[src/hdl/sej_ram.sv]
// generic single write port ram with registered read
// depends on nothing
module sej_ram #(
   parameter int WIDTH = 32,
   parameter int DEPTH = 16
) (
   input  logic                     clock,
   input  logic                     wr_en,
   input  logic [$clog2(DEPTH)-1:0] wr_addr,
   input  logic [WIDTH-1:0]         wr_data,
   input  logic [$clog2(DEPTH)-1:0] rd_addr,
   output logic [WIDTH-1:0]         rd_data
);
   logic [WIDTH-1:0] mem_ff [DEPTH];
   logic [WIDTH-1:0] rd_data_ff;

   always_ff @(posedge clock) begin
      if (wr_en) begin
         mem_ff[wr_addr] <= wr_data;
      end
      rd_data_ff <= mem_ff[rd_addr];
   end

   assign rd_data = rd_data_ff;
endmodule

[config.mk]
export PLATFORM = sky130hd
export DESIGN_NAME = sej_ram
export DESIGN_NICKNAME = d
export VERILOG_FILES = /design/src/hdl/sej_ram.sv
export SDC_FILE = /design/constraint.sdc
export NUM_CORES = 1
export LEC_CHECK = 0
export BUFFER_PORTS_ARGS = -buffer_cell sky130_fd_sc_hd__buf_4
export CAP_MARGIN = 40
export CORE_ASPECT_RATIO = 1.25
export CORE_MARGIN = 2
export CORE_UTILIZATION = 40
export DETAILED_ROUTE_END_ITERATION = 12
export PLACE_DENSITY = 0.54
export SYNTH_ARGS = -nofsm -noshare
export SYNTH_HDL_FRONTEND = slang
export SYNTH_SLANG_ARGS = --single-unit
[constraint.sdc]
create_clock -name clock -period 4.02 [get_ports clock]
set_clock_uncertainty 0.1 [all_clocks]
set_input_delay 0.201 -clock clock [delete_from_list [all_inputs] [get_ports clock]]
set_output_delay 0.201 -clock clock [all_outputs]
set_load 0.02 [all_outputs]
==> run summary <==
Final ANT Viol Nets -> 0
Post-Syn Nets -> 880
Fin crit period -> 2.35 ns
Largest fanout on the critical path -> 18
DR WL/cell -> 25.5 um
Power Density -> 496 mW/mm^2
Syn_area_per_cell -> 23.7 sq um
Final Cycle Share -> 58.4%
Clock Latency Late Sink -> 0.57 ns
Clock buffer depth -> 3
Initial core utilization -> 40.4%
RSZ-0062 raised after global routing -> no
CTS buffer count -> 51
Rel. slew slack -> 41.1%
Die height -> 253 um
Fin. max-slew vios -> 0
Port Buffers -> 73
Nets -> 1,030
Fin Setup TNS -> 0 ns
Std cell rows -> 91
Peak VDD IR -> 0.260 mV
Buf+Inv Stages, Crit Path -> 3
Share of cells above drive strength 1 -> 31.4%
CP dominant cell by count -> buf_4
Post-route design area -> 0.0235 sq mm
Seq/Total Area, Yosys -> 80.7%
Die footprint -> 0.0514 sq mm
Mapped Cells -> 838
Worst slew pin tran -> 0.881 ns
Max Cap Violations -> 0
GRT Total Usage -> 17.1%
Setup crit end kind -> flop
Leakage power -> 0.00752 uW
Critical-path top delay cell -> nor2_4
Initial antenna violation count -> 1
Yosys warnings -> 0
Most frequent cells in the layout -> 512 x edfxtp_1, 128 x mux4_2, 93 x buf_4, 64 x a22oi_1, 53 x clkbuf_16
Metal3 WL -> 2.24 mm
Syn-to-layout area delta -> 18.3%
Met2 wire length -> 20.8 mm
Required @ worst endpoint -> 4.13 ns
Crit-path cells -> dlygate4sd3_1 -> buf_4 -> nand2b_1 -> nor2_4 -> buf_4
Outcome -> complete, no violations
Largest net degree at the start of global routing -> 48
Gpl congestion -> 0.692
Commonest non-fill, non-tap cell in the layout -> edfxtp_1
Core Footprint -> 0.0492 sq mm
Post-Syn Area -> 0.0199 sq mm
Clock transition at path regs -> 0.06 ns
H-tree depth -> 2
DP HPWL -> 23.8 mm
Post-CTS Resized -> 0
Highest clock rate -> 426 MHz
Yosys reg bits -> 544
Synth unique cells -> 18
Global-route wire length before repair -> 63.8 mm
CP peak stage delay -> 0.65 ns
Worst Hold Class -> in -> reg
Setup violations, final -> 0
Uppermost routed layer -> met5
Setup CP Type -> in -> reg
Total wire length -> 42.8 mm
CTS tree -> done
TritonCTS Sinks -> 544
DRT Pass-1 Iters -> 5
Final Hold Viols -> 0
Initial DRC count -> 709
Number of global-route vias before repair -> 9,544
Setup crit start kind -> input pin
Vias -> 8,971
Global route total overflow -> 0
Ports -> 74
M1 WL -> 19.0 mm
Avg Vias per Cell -> 5.34
# DRC -> 0
Top delay family on crit path -> buffers and inverters
Die width -> 203 um
Placed inst area -> 0.0216 sq mm
Clock root buffer master -> clkbuf_16
Antenna cell count -> 0
Worst EP arrival -> 2.46 ns
-- final timing paths --
kind                       start      endpoint  slack, ns  cells past startpoint
setup / recovery      wr_addr[1]  mem_ff[9][6]       1.67                      5
hold / removal        rd_addr[2]    rd_data[4]       0.06                      4
setup reg to reg   mem_ff[2][28]   rd_data[28]       2.47                      3
hold reg to reg   mem_ff[12][21]   rd_data[21]       0.57                      3
-- worst register-to-register path: cells and delay by family (launching register included) --
family,cells,cell delay [ns]
AND/OR/NAND/NOR,1,0.12
flip-flops,1,0.37
AO/OA/AOI/OAI,1,0.34
multiplexers,1,0.48
-- flip-flops by register name, summed over array words and instances (netlist names) --
signal	cells
rd_data	32
mem_ff	512
-- layout make-up --
cell class	count	area, sq um
fillers	4081	25700
clock buffers	74	1450
repair buffers	140	1310
multi-input cells	251	3750
well taps	651	815
flip-flops and latches	544	16000
clock inverters	19	140
-- kinds of logic after synthesis --
| family | share of synthesized area, % |
|---|---|
| compound gates | 2.42 |
| mux | 14.5 |
| buf+inv | 1.12 |
| flops | 80.7 |
| simple gates | 1.27 |
-- where the power goes --
group,total [uW],internal [uW],switching (uW)
Clock,4600,2610,1990
Combinational,670,292,378
Sequential,6380,6340,38.7
Total,11700,9250,2410
-- metal layers --
layer | GRT usage (%) | vias to the layer above
li1 | - | 3868
met1 | 24.4 | 4834
met2 | 27.3 | 214
met3 | 2.95 | 53
met4 | 4.40 | 2
met5 | 0 | -
-- metrics by stage --
| stage | setup slack (ns) | cells | util [%] | hold slack (ns) | power, uW |
|---|---|---|---|---|---|
| after floorplan | 0.539 | 838 | - | 0.200 | 6840 |
| final | 1.67 | 1679 | 47.7 | 0.0620 | 11700 |
| after global placement | 1.56 | 1543 | 43.4 | 0.401 | 7130 |
| after global routing | 1.59 | 1679 | 47.7 | 0.0740 | 12000 |
| after CTS | 1.67 | 1679 | 47.7 | 0.0366 | 11800 |
| after detailed placement | 1.57 | 1552 | 43.8 | 0.407 | 7160 |
-- repair_timing --
action | CTS | global route
setup endpoints to repair | 0 | 0
endpoints found under the hold margin | 516 | 0
setup buffers | 0 | 0
hold buffers | 34 | 0
-- synth_stat cells --
cell	count	area, sq um
nand3b_1	2	15.0
buf_4	11	82.6
nor2b_1	2	12.5
a22oi_1	64	480
buf_1	9	33.8
nor3_1	4	20.0
nand3_1	1	5.00
buf_6	2	22.5
nor2_1	13	48.8
nand2b_1	2	12.5
mux4_2	128	2880
edfxtp_1	512	15400
buf_2	4	20.0
nand2_1	33	124
clkbuf_1	17	63.8
or3b_2	1	8.76
and2_1	1	6.26
dfxtp_1	32	641
Power figures use the tool's default switching activity.
