`config.mk`:
```
export PLATFORM = sky130hd
export DESIGN_NAME = sej_mac
export DESIGN_NICKNAME = d
export VERILOG_FILES = /design/src/hdl/sej_pkg.sv /design/src/hdl/sej_mac.sv
export SDC_FILE = /design/constraint.sdc
export NUM_CORES = 2
export LEC_CHECK = 0
export ABC_AREA = 1
export BUFFER_PORTS_ARGS = -buffer_cell sky130_fd_sc_hd__buf_2
export CELL_PAD_IN_SITES_DETAIL_PLACEMENT = 1
export CELL_PAD_IN_SITES_GLOBAL_PLACEMENT = 2
export CORE_UTILIZATION = 30
export DETAILED_ROUTE_END_ITERATION = 16
export MAX_ROUTING_LAYER = met4
export PLACE_DENSITY_LB_ADDON = 0.1
export SKIP_LAST_GASP = 1
export SYNTH_ARGS = -nofsm -noshare
export SYNTH_HDL_FRONTEND = slang
export SYNTH_SLANG_ARGS = --single-unit
export TNS_END_PERCENT = 5
```
`constraint.sdc`:
```
create_clock -name clock -period 9.2 [get_ports clock]
set_clock_uncertainty 0.2 [all_clocks]
set_input_delay 0.92 -clock clock [delete_from_list [all_inputs] [get_ports clock]]
set_output_delay 0.92 -clock clock [all_outputs]
set_load 0.1 [all_outputs]
```
`src/hdl/sej_pkg.sv`:
```
// shared types, codes and saturating helpers for the chordal error jacobian core
// depends on nothing
package sej_pkg;

   localparam int WORD_W    = 32;
   localparam int KIND_W    = 2;
   localparam int INDEX_W   = 4;
   localparam int DOT_COUNT = 5;

   localparam logic [KIND_W-1:0] KIND_FROM    = 2'd0;
   localparam logic [KIND_W-1:0] KIND_TO      = 2'd1;
   localparam logic [KIND_W-1:0] KIND_MEAS    = 2'd2;
   localparam logic [KIND_W-1:0] KIND_COMPUTE = 2'd3;

   localparam logic [INDEX_W-1:0] ROW_LAST  = 4'd11;
   localparam logic [INDEX_W-1:0] ROW_TRANS = 4'd9;

   localparam logic [2:0] DOT_LAST  = 3'd4;
   localparam logic [1:0] TERM_LAST = 2'd2;

   localparam logic [1:0] B_ZERO = 2'd0;
   localparam logic [1:0] B_POS  = 2'd1;
   localparam logic [1:0] B_NEG  = 2'd2;

   localparam logic [4:0] TO_BASE = 5'd16;

   localparam int GEN_TAB [3][9] = '{
      '{0, 0, 0, 0, 0, -1, 0, 1, 0},
      '{0, 0, 1, 0, 0, 0, -1, 0, 0},
      '{0, -1, 0, 1, 0, 0, 0, 0, 0}
   };

   typedef struct packed {
      logic [INDEX_W-1:0] a_addr;
      logic [4:0]         b_addr;
      logic               a_neg;
      logic [1:0]         b_mode;
   } sej_ctrl_type;

   typedef struct packed {
      logic       valid;
      logic [2:0] dot;
      logic [1:0] term;
      logic       a_neg;
      logic [1:0] b_mode;
   } sej_step_type;

   localparam logic signed [WORD_W-1:0] WORD_MAX = 32'sh7fff_ffff;
   localparam logic signed [WORD_W-1:0] WORD_MIN = 32'sh8000_0000;

   function automatic logic signed [WORD_W-1:0] sat_64(input logic signed [63:0] v);
      logic signed [WORD_W-1:0] res;
      if (v > 64'(WORD_MAX)) begin
         res = WORD_MAX;
      end else if (v < 64'(WORD_MIN)) begin
         res = WORD_MIN;
      end else begin
         res = v[WORD_W-1:0];
      end
      return res;
   endfunction

   function automatic logic signed [WORD_W-1:0] sat_33(input logic signed [WORD_W:0] v);
      logic signed [WORD_W-1:0] res;
      if (v[WORD_W] != v[WORD_W-1]) begin
         res = v[WORD_W] ? WORD_MIN : WORD_MAX;
      end else begin
         res = v[WORD_W-1:0];
      end
      return res;
   endfunction

   function automatic logic signed [WORD_W-1:0] sat_add(input logic signed [WORD_W-1:0] a,
                                                        input logic signed [WORD_W-1:0] b);
      logic signed [WORD_W:0] s;
      s = 33'(a) + 33'(b);
      return sat_33(s);
   endfunction

   function automatic logic signed [WORD_W-1:0] sat_sub(input logic signed [WORD_W-1:0] a,
                                                        input logic signed [WORD_W-1:0] b);
      logic signed [WORD_W:0] s;
      s = 33'(a) - 33'(b);
      return sat_33(s);
   endfunction

   function automatic logic signed [WORD_W-1:0] sat_neg(input logic signed [WORD_W-1:0] a);
      logic signed [WORD_W-1:0] res;
      res = (a == WORD_MIN) ? WORD_MAX : -a;
      return res;
   endfunction

   // operand addresses and signs for one product of one row
   function automatic sej_ctrl_type sej_step_ctrl(input logic [INDEX_W-1:0] row,
                                                  input logic [2:0] dot,
                                                  input logic [1:0] term);
      sej_ctrl_type ctl;
      int r;
      int c;
      int k;
      int g;
      int kk;
      int sel;
      ctl = '0;
      ctl.b_mode = B_ZERO;
      k = int'(term);
      if (row < ROW_TRANS) begin
         c = (row >= 4'd6) ? 2 : ((row >= 4'd3) ? 1 : 0);
         r = int'(row) - 3 * c;
         ctl.a_addr = 4'(r * 3 + k);
         if (dot == 3'd0) begin
            ctl.b_addr = TO_BASE + 5'(c * 3 + k);
            ctl.b_mode = B_POS;
         end else if (dot <= 3'd3) begin
            g = int'(dot) - 1;
            for (kk = 0; kk < 3; kk++) begin
               if (GEN_TAB[g][k * 3 + kk] != 0) begin
                  ctl.b_addr = TO_BASE + 5'(c * 3 + kk);
                  ctl.b_mode = (GEN_TAB[g][k * 3 + kk] > 0) ? B_POS : B_NEG;
               end
            end
         end
      end else begin
         r = int'(row) - 9;
         ctl.a_addr = 4'(r * 3 + k);
         if (dot == 3'd0) begin
            ctl.b_addr = TO_BASE + 5'(9 + k);
            ctl.b_mode = B_POS;
         end else if (dot == DOT_LAST) begin
            ctl.b_addr = 5'(9 + k);
            ctl.b_mode = B_POS;
         end else begin
            ctl.a_neg = 1'b1;
            sel = k * 3 + int'(dot) - 1;
            unique case (sel)
               1: begin ctl.b_addr = TO_BASE + 5'd11; ctl.b_mode = B_NEG; end
               2: begin ctl.b_addr = TO_BASE + 5'd10; ctl.b_mode = B_POS; end
               3: begin ctl.b_addr = TO_BASE + 5'd11; ctl.b_mode = B_POS; end
               5: begin ctl.b_addr = TO_BASE + 5'd9;  ctl.b_mode = B_NEG; end
               6: begin ctl.b_addr = TO_BASE + 5'd10; ctl.b_mode = B_NEG; end
               7: begin ctl.b_addr = TO_BASE + 5'd9;  ctl.b_mode = B_POS; end
               default: begin ctl.b_mode = B_ZERO; end
            endcase
         end
      end
      return ctl;
   endfunction

endpackage

```
`src/hdl/sej_mac.sv`:
```
// multiply, round, saturate and accumulate datapath fed by the pose memories
// depends on sej_pkg
module sej_mac import sej_pkg::*; #(
   parameter int FRACTION_BITS = 16
) (
   input  logic                     clock,
   input  logic                     reset,
   input  sej_step_type             step,
   input  logic signed [WORD_W-1:0] a_data,
   input  logic signed [WORD_W-1:0] b_data,
   output logic signed [WORD_W-1:0] acc [DOT_COUNT],
   output logic signed [WORD_W-1:0] jt [3]
);
   localparam logic signed [63:0] RND = 64'sd1 <<< (FRACTION_BITS - 1);

   sej_step_type             stage1_ff, stage2_ff;
   logic signed [WORD_W-1:0] a_op, b_op;
   logic signed [63:0]       prod_ff, prod_in;
   logic signed [63:0]       shifted;
   logic signed [WORD_W-1:0] p32;
   logic signed [WORD_W-1:0] acc_ff [DOT_COUNT];
   logic signed [WORD_W-1:0] acc_in [DOT_COUNT];
   logic signed [WORD_W-1:0] jt_ff [3];
   logic signed [WORD_W-1:0] jt_in [3];

   always_comb begin
      a_op = stage1_ff.a_neg ? sat_neg(a_data) : a_data;
      case (stage1_ff.b_mode)
         B_POS:   b_op = b_data;
         B_NEG:   b_op = sat_neg(b_data);
         default: b_op = '0;
      endcase
      prod_in = 64'(a_op) * 64'(b_op);
   end

   always_comb begin
      shifted = (prod_ff + RND) >>> FRACTION_BITS;
      p32 = sat_64(shifted);
      acc_in = acc_ff;
      if (stage2_ff.valid) begin
         acc_in[stage2_ff.dot] = (stage2_ff.term == 2'd0) ? p32
                                 : sat_add(acc_ff[stage2_ff.dot], p32);
      end
      jt_in = jt_ff;
      if (stage1_ff.valid && stage1_ff.dot == 3'd0) begin
         jt_in[stage1_ff.term] = a_data;
      end
   end

   always_ff @(posedge clock) begin
      if (reset) begin
         stage1_ff <= '0;
         stage2_ff <= '0;
      end else begin
         stage1_ff <= step;
         stage2_ff <= stage1_ff;
      end
      prod_ff <= prod_in;
      acc_ff  <= acc_in;
      jt_ff   <= jt_in;
   end

   assign acc = acc_ff;
   assign jt  = jt_ff;
endmodule

```
==> results.json <==
{
  "outcome": "complete, no violations",
  "synth.area.top_cells": "fa_1 41%, edfxtp_1 14%, inv_1 9.5%",
  "finalWorstSetupSlack_ns": 0.149,
  "whs_ns": 0.241,
  "synth_fp_nets": 7544,
  "ios": 331,
  "worst_pin_slew_ns": 1.31,
  "wl_per_cell_um": 22.8,
  "worstHoldPathType": "reg2reg",
  "nFillCells": 20700,
  "drc": 0,
  "required_ns": 9.51,
  "synth_common_cells": "1347 x inv_1, 1244 x nand2_1, 1082 x fa_1",
  "worst_path_max_delay_cell": "fa_2",
  "synth_top_family_by_area": "adder cells",
  "cp-end-kind": "flip-flop",
  "cap_violations": 0,
  "hold_viol": 0,
  "p_leak_uw": 0.0326,
  "drive_above_1_share_pct": 22.9,
  "ys_seq_elements": 320,
  "drtPass1Iterations": 5,
  "via_count": 45100,
  "whs_path_depth": 2,
  "relSlewSlack_pct": 12.2,
  "antenna_found_initial": 8,
  "timing.critical_path.mode_cell": "buf_4",
  "min_period_ns": 9.05,
  "rr_worst_depth": 31,
  "ys.flop_type": "edfxtp_1",
  "synth_compound_area_share_pct": 5.19,
  "htreeDepth": 2,
  "critical-path-max-stage-delay_ns": 0.65,
  "cts_made_buffers": 39,
  "syn-cell-area_mm2": 0.0531,
  "post-synth-top-count-cell": "inv_1",
  "ir_drop_mv": 0.226,
  "gr-usage-all-layers_pct": 25.7,
  "synthSimpleGateAreaFrac_pct": 17.9,
  "worstSetupPathType": "in2reg",
  "first_iter_violations": 2141,
  "synth_mux_area_share_pct": 0,
  "wl_met2_um": 109000,
  "die_h_um": 423,
  "synth_seq_area_share_pct": 16.9,
  "via_per_inst": 4.68,
  "insertion_delay_ns": 0.63,
  "numPortBuffers": 330,
  "grt_setup_unrepaired": "yes",
  "synth_top_cell_by_area": "fa_1",
  "core_mm2": 0.176,
  "dr_wl_met3_um": 7250,
  "detail-route-antenna-nets": 0,
  "cts_tree": "done",
  "synthCells": 6170,
  "cts.reportedPaths.clkPinSlew_ns": 0.06,
  "grt_max_degree": 44,
  "globalplace.congestion": 0.897,
  "cts.sinks": 320,
  "highest_layer": "met4",
  "start_util_pct": 30.2,
  "grt_pass1_wl_um": 331000,
  "slew_viol_final": 0,
  "fmax_mhz": 110,
  "cp_max_fo": 7,
  "ys_types": 63,
  "period_share_pct": 98.4,
  "root_buffer": "clkbuf_16",
  "final-setup-viol-count": 0,
  "synth_top_cell_area_share_pct": 40.8,
  "syn_avg_cell_area_um2": 8.61,
  "cellPowerDensity_mw_per_mm2": 248,
  "syn_to_final_growth_pct": 26.9,
  "wirelength_um": 220000,
  "synth_edf_count": 256,
  "dpl.hpwl_um": 192000,
  "pre_cts_ws_ns": -1.27,
  "wl_met1_um": 97900,
  "grt-ovfl-total": 0,
  "fin_nets": 8642,
  "die-area_mm2": 0.179,
  "grt_pass1_vias": 50500,
  "arrival_ns": 9.36,
  "synth_xor_area_share_pct": 2.44,
  "clock_path_buffers": 3,
  "synth_adder_area_share_pct": 45.9,
  "yosys_warnings": 0,
  "rows": 154,
  "async_flop_share_pct": 0,
  "startpoint_type": "input port",
  "fp.dieW_um": 423
}
==> layer usage <==
metal | track usage (%) | up-vias
li1 | - | 20600
met1 | 33.1 | 23400
met2 | 43.8 | 832
met3 | 2.07 | 209
met4 | 5.95 | 0
met5 | - | -
==> worst max-delay path, delay by kind of cell <==
kind,cells,cell delay [ns]
AO/OA/AOI/OAI,2,0.60
adder cells (fa/ha/maj),9,4.51
AND/OR/NAND/NOR,14,1.65
buffers and inverters,13,1.64
==> layout by cell type (no fill, tap or decap), types with 7 or more instances in the layout <==
cell type and count:
a221oi_1 7, fa_1 1048, buf_12 114, o21a_1 12, nand2_4 7, inv_1 1333
inv_2 29, nor3_1 49, o221ai_1 7, buf_4 815, ha_1 196, nor4_1 16
buf_2 330, a31oi_1 14, clkinv_1 14, xor2_1 114, edfxtp_1 256, xnor2_1 33
nor2_4 16, clkinv_2 10, nor3_2 13, a21o_1 10, ha_4 17, o21ai_0 87
a211oi_1 29, a21oi_2 35, buf_6 7, o211ai_1 7, nand3_1 168, o21ai_1 31
dfxtp_1 63, nor2_2 78, fa_2 34, nor2_1 639, a21oi_1 223, nand2_2 64
nand4_1 17, clkbuf_16 41, nand2_1 1222
==> cells by family (layout without fill, tap and decap cells) <==
family,count (synthesis),after routing
buf+inv,1595,2722
simple gates,2317,2317
compound gates,491,491
other cells,0,5
xor+xnor,148,148
flops,320,320
fa+ha+maj,1299,1299
==> layout make-up <==
type	instances	area [um^2]	area share [%]
multi-input cells	4255	38800	57.6
repair buffers	1272	10200	15.2
flip-flops and latches	320	8970	13.3
inverters	1380	5210	7.72
well taps	2340	2930	4.34
clock buffers	47	1030	1.52
clock inverters	23	244	0.362
diodes	5	12.5	0.0185
==> worst paths after layout <==
path	from	endpoint	slack, ns
worst max register to register	stage1_ff[1]$_SDFF_PP0_	prod_ff[48]$_DFF_P_	0.47
worst min-delay path	stage1_ff[5]$_SDFF_PP0_	stage2_ff[5]$_SDFF_PP0_	0.24
worst min register to register	stage1_ff[5]$_SDFF_PP0_	stage2_ff[5]$_SDFF_PP0_	0.24
worst max-delay path	a_data[0]	prod_ff[48]$_DFF_P_	0.15
==> flip-flops by register name, indices dropped and copies added, names as in the netlist <==
register,cells
jt,96
stage1_ff,9
stage2_ff,6
acc,160
prod_ff,49
==> where the power goes <==
| group | internal [uW] | switching [uW] | leakage, uW |
|---|---|---|---|
| clock network | 869 | 666 | 0.000621 |
| registers | 1940 | 177 | 0.00284 |
| logic | 5500 | 7570 | 0.0292 |
| total | 8310 | 8410 | 0.0326 |
==> repair_timing <==
action	in CTS	in global routing
gates resized for setup	74	176
gates cloned	0	2
setup endpoints to repair	39	46
buffers inserted	10	12
pin swaps	13	49
hold buffers	0	0
==> through the flow <==
| step | utilization (%) | area [um^2] | total power [uW] | cells | setup TNS [ns] |
|---|---|---|---|---|---|
| 5_1_grt | 38.3 | 67500 | 18300 | 9640 | -4.93 |
| 3_5_place_dp | 36.9 | 65000 | 14500 | 9543 | -39.16 |
| 3_3_place_gp | 36.9 | 65000 | 14400 | 9543 | -32.99 |
| 4_1_cts | 37.9 | 66700 | 16300 | 9623 | -0.336 |
| 2_1_floorplan | - | 53100 | 8730 | 6170 | -0.233 |
| 6_report | 38.3 | 67500 | 16700 | 9642 | 0 |
Note: power is estimated with default switching activity, not from simulation.
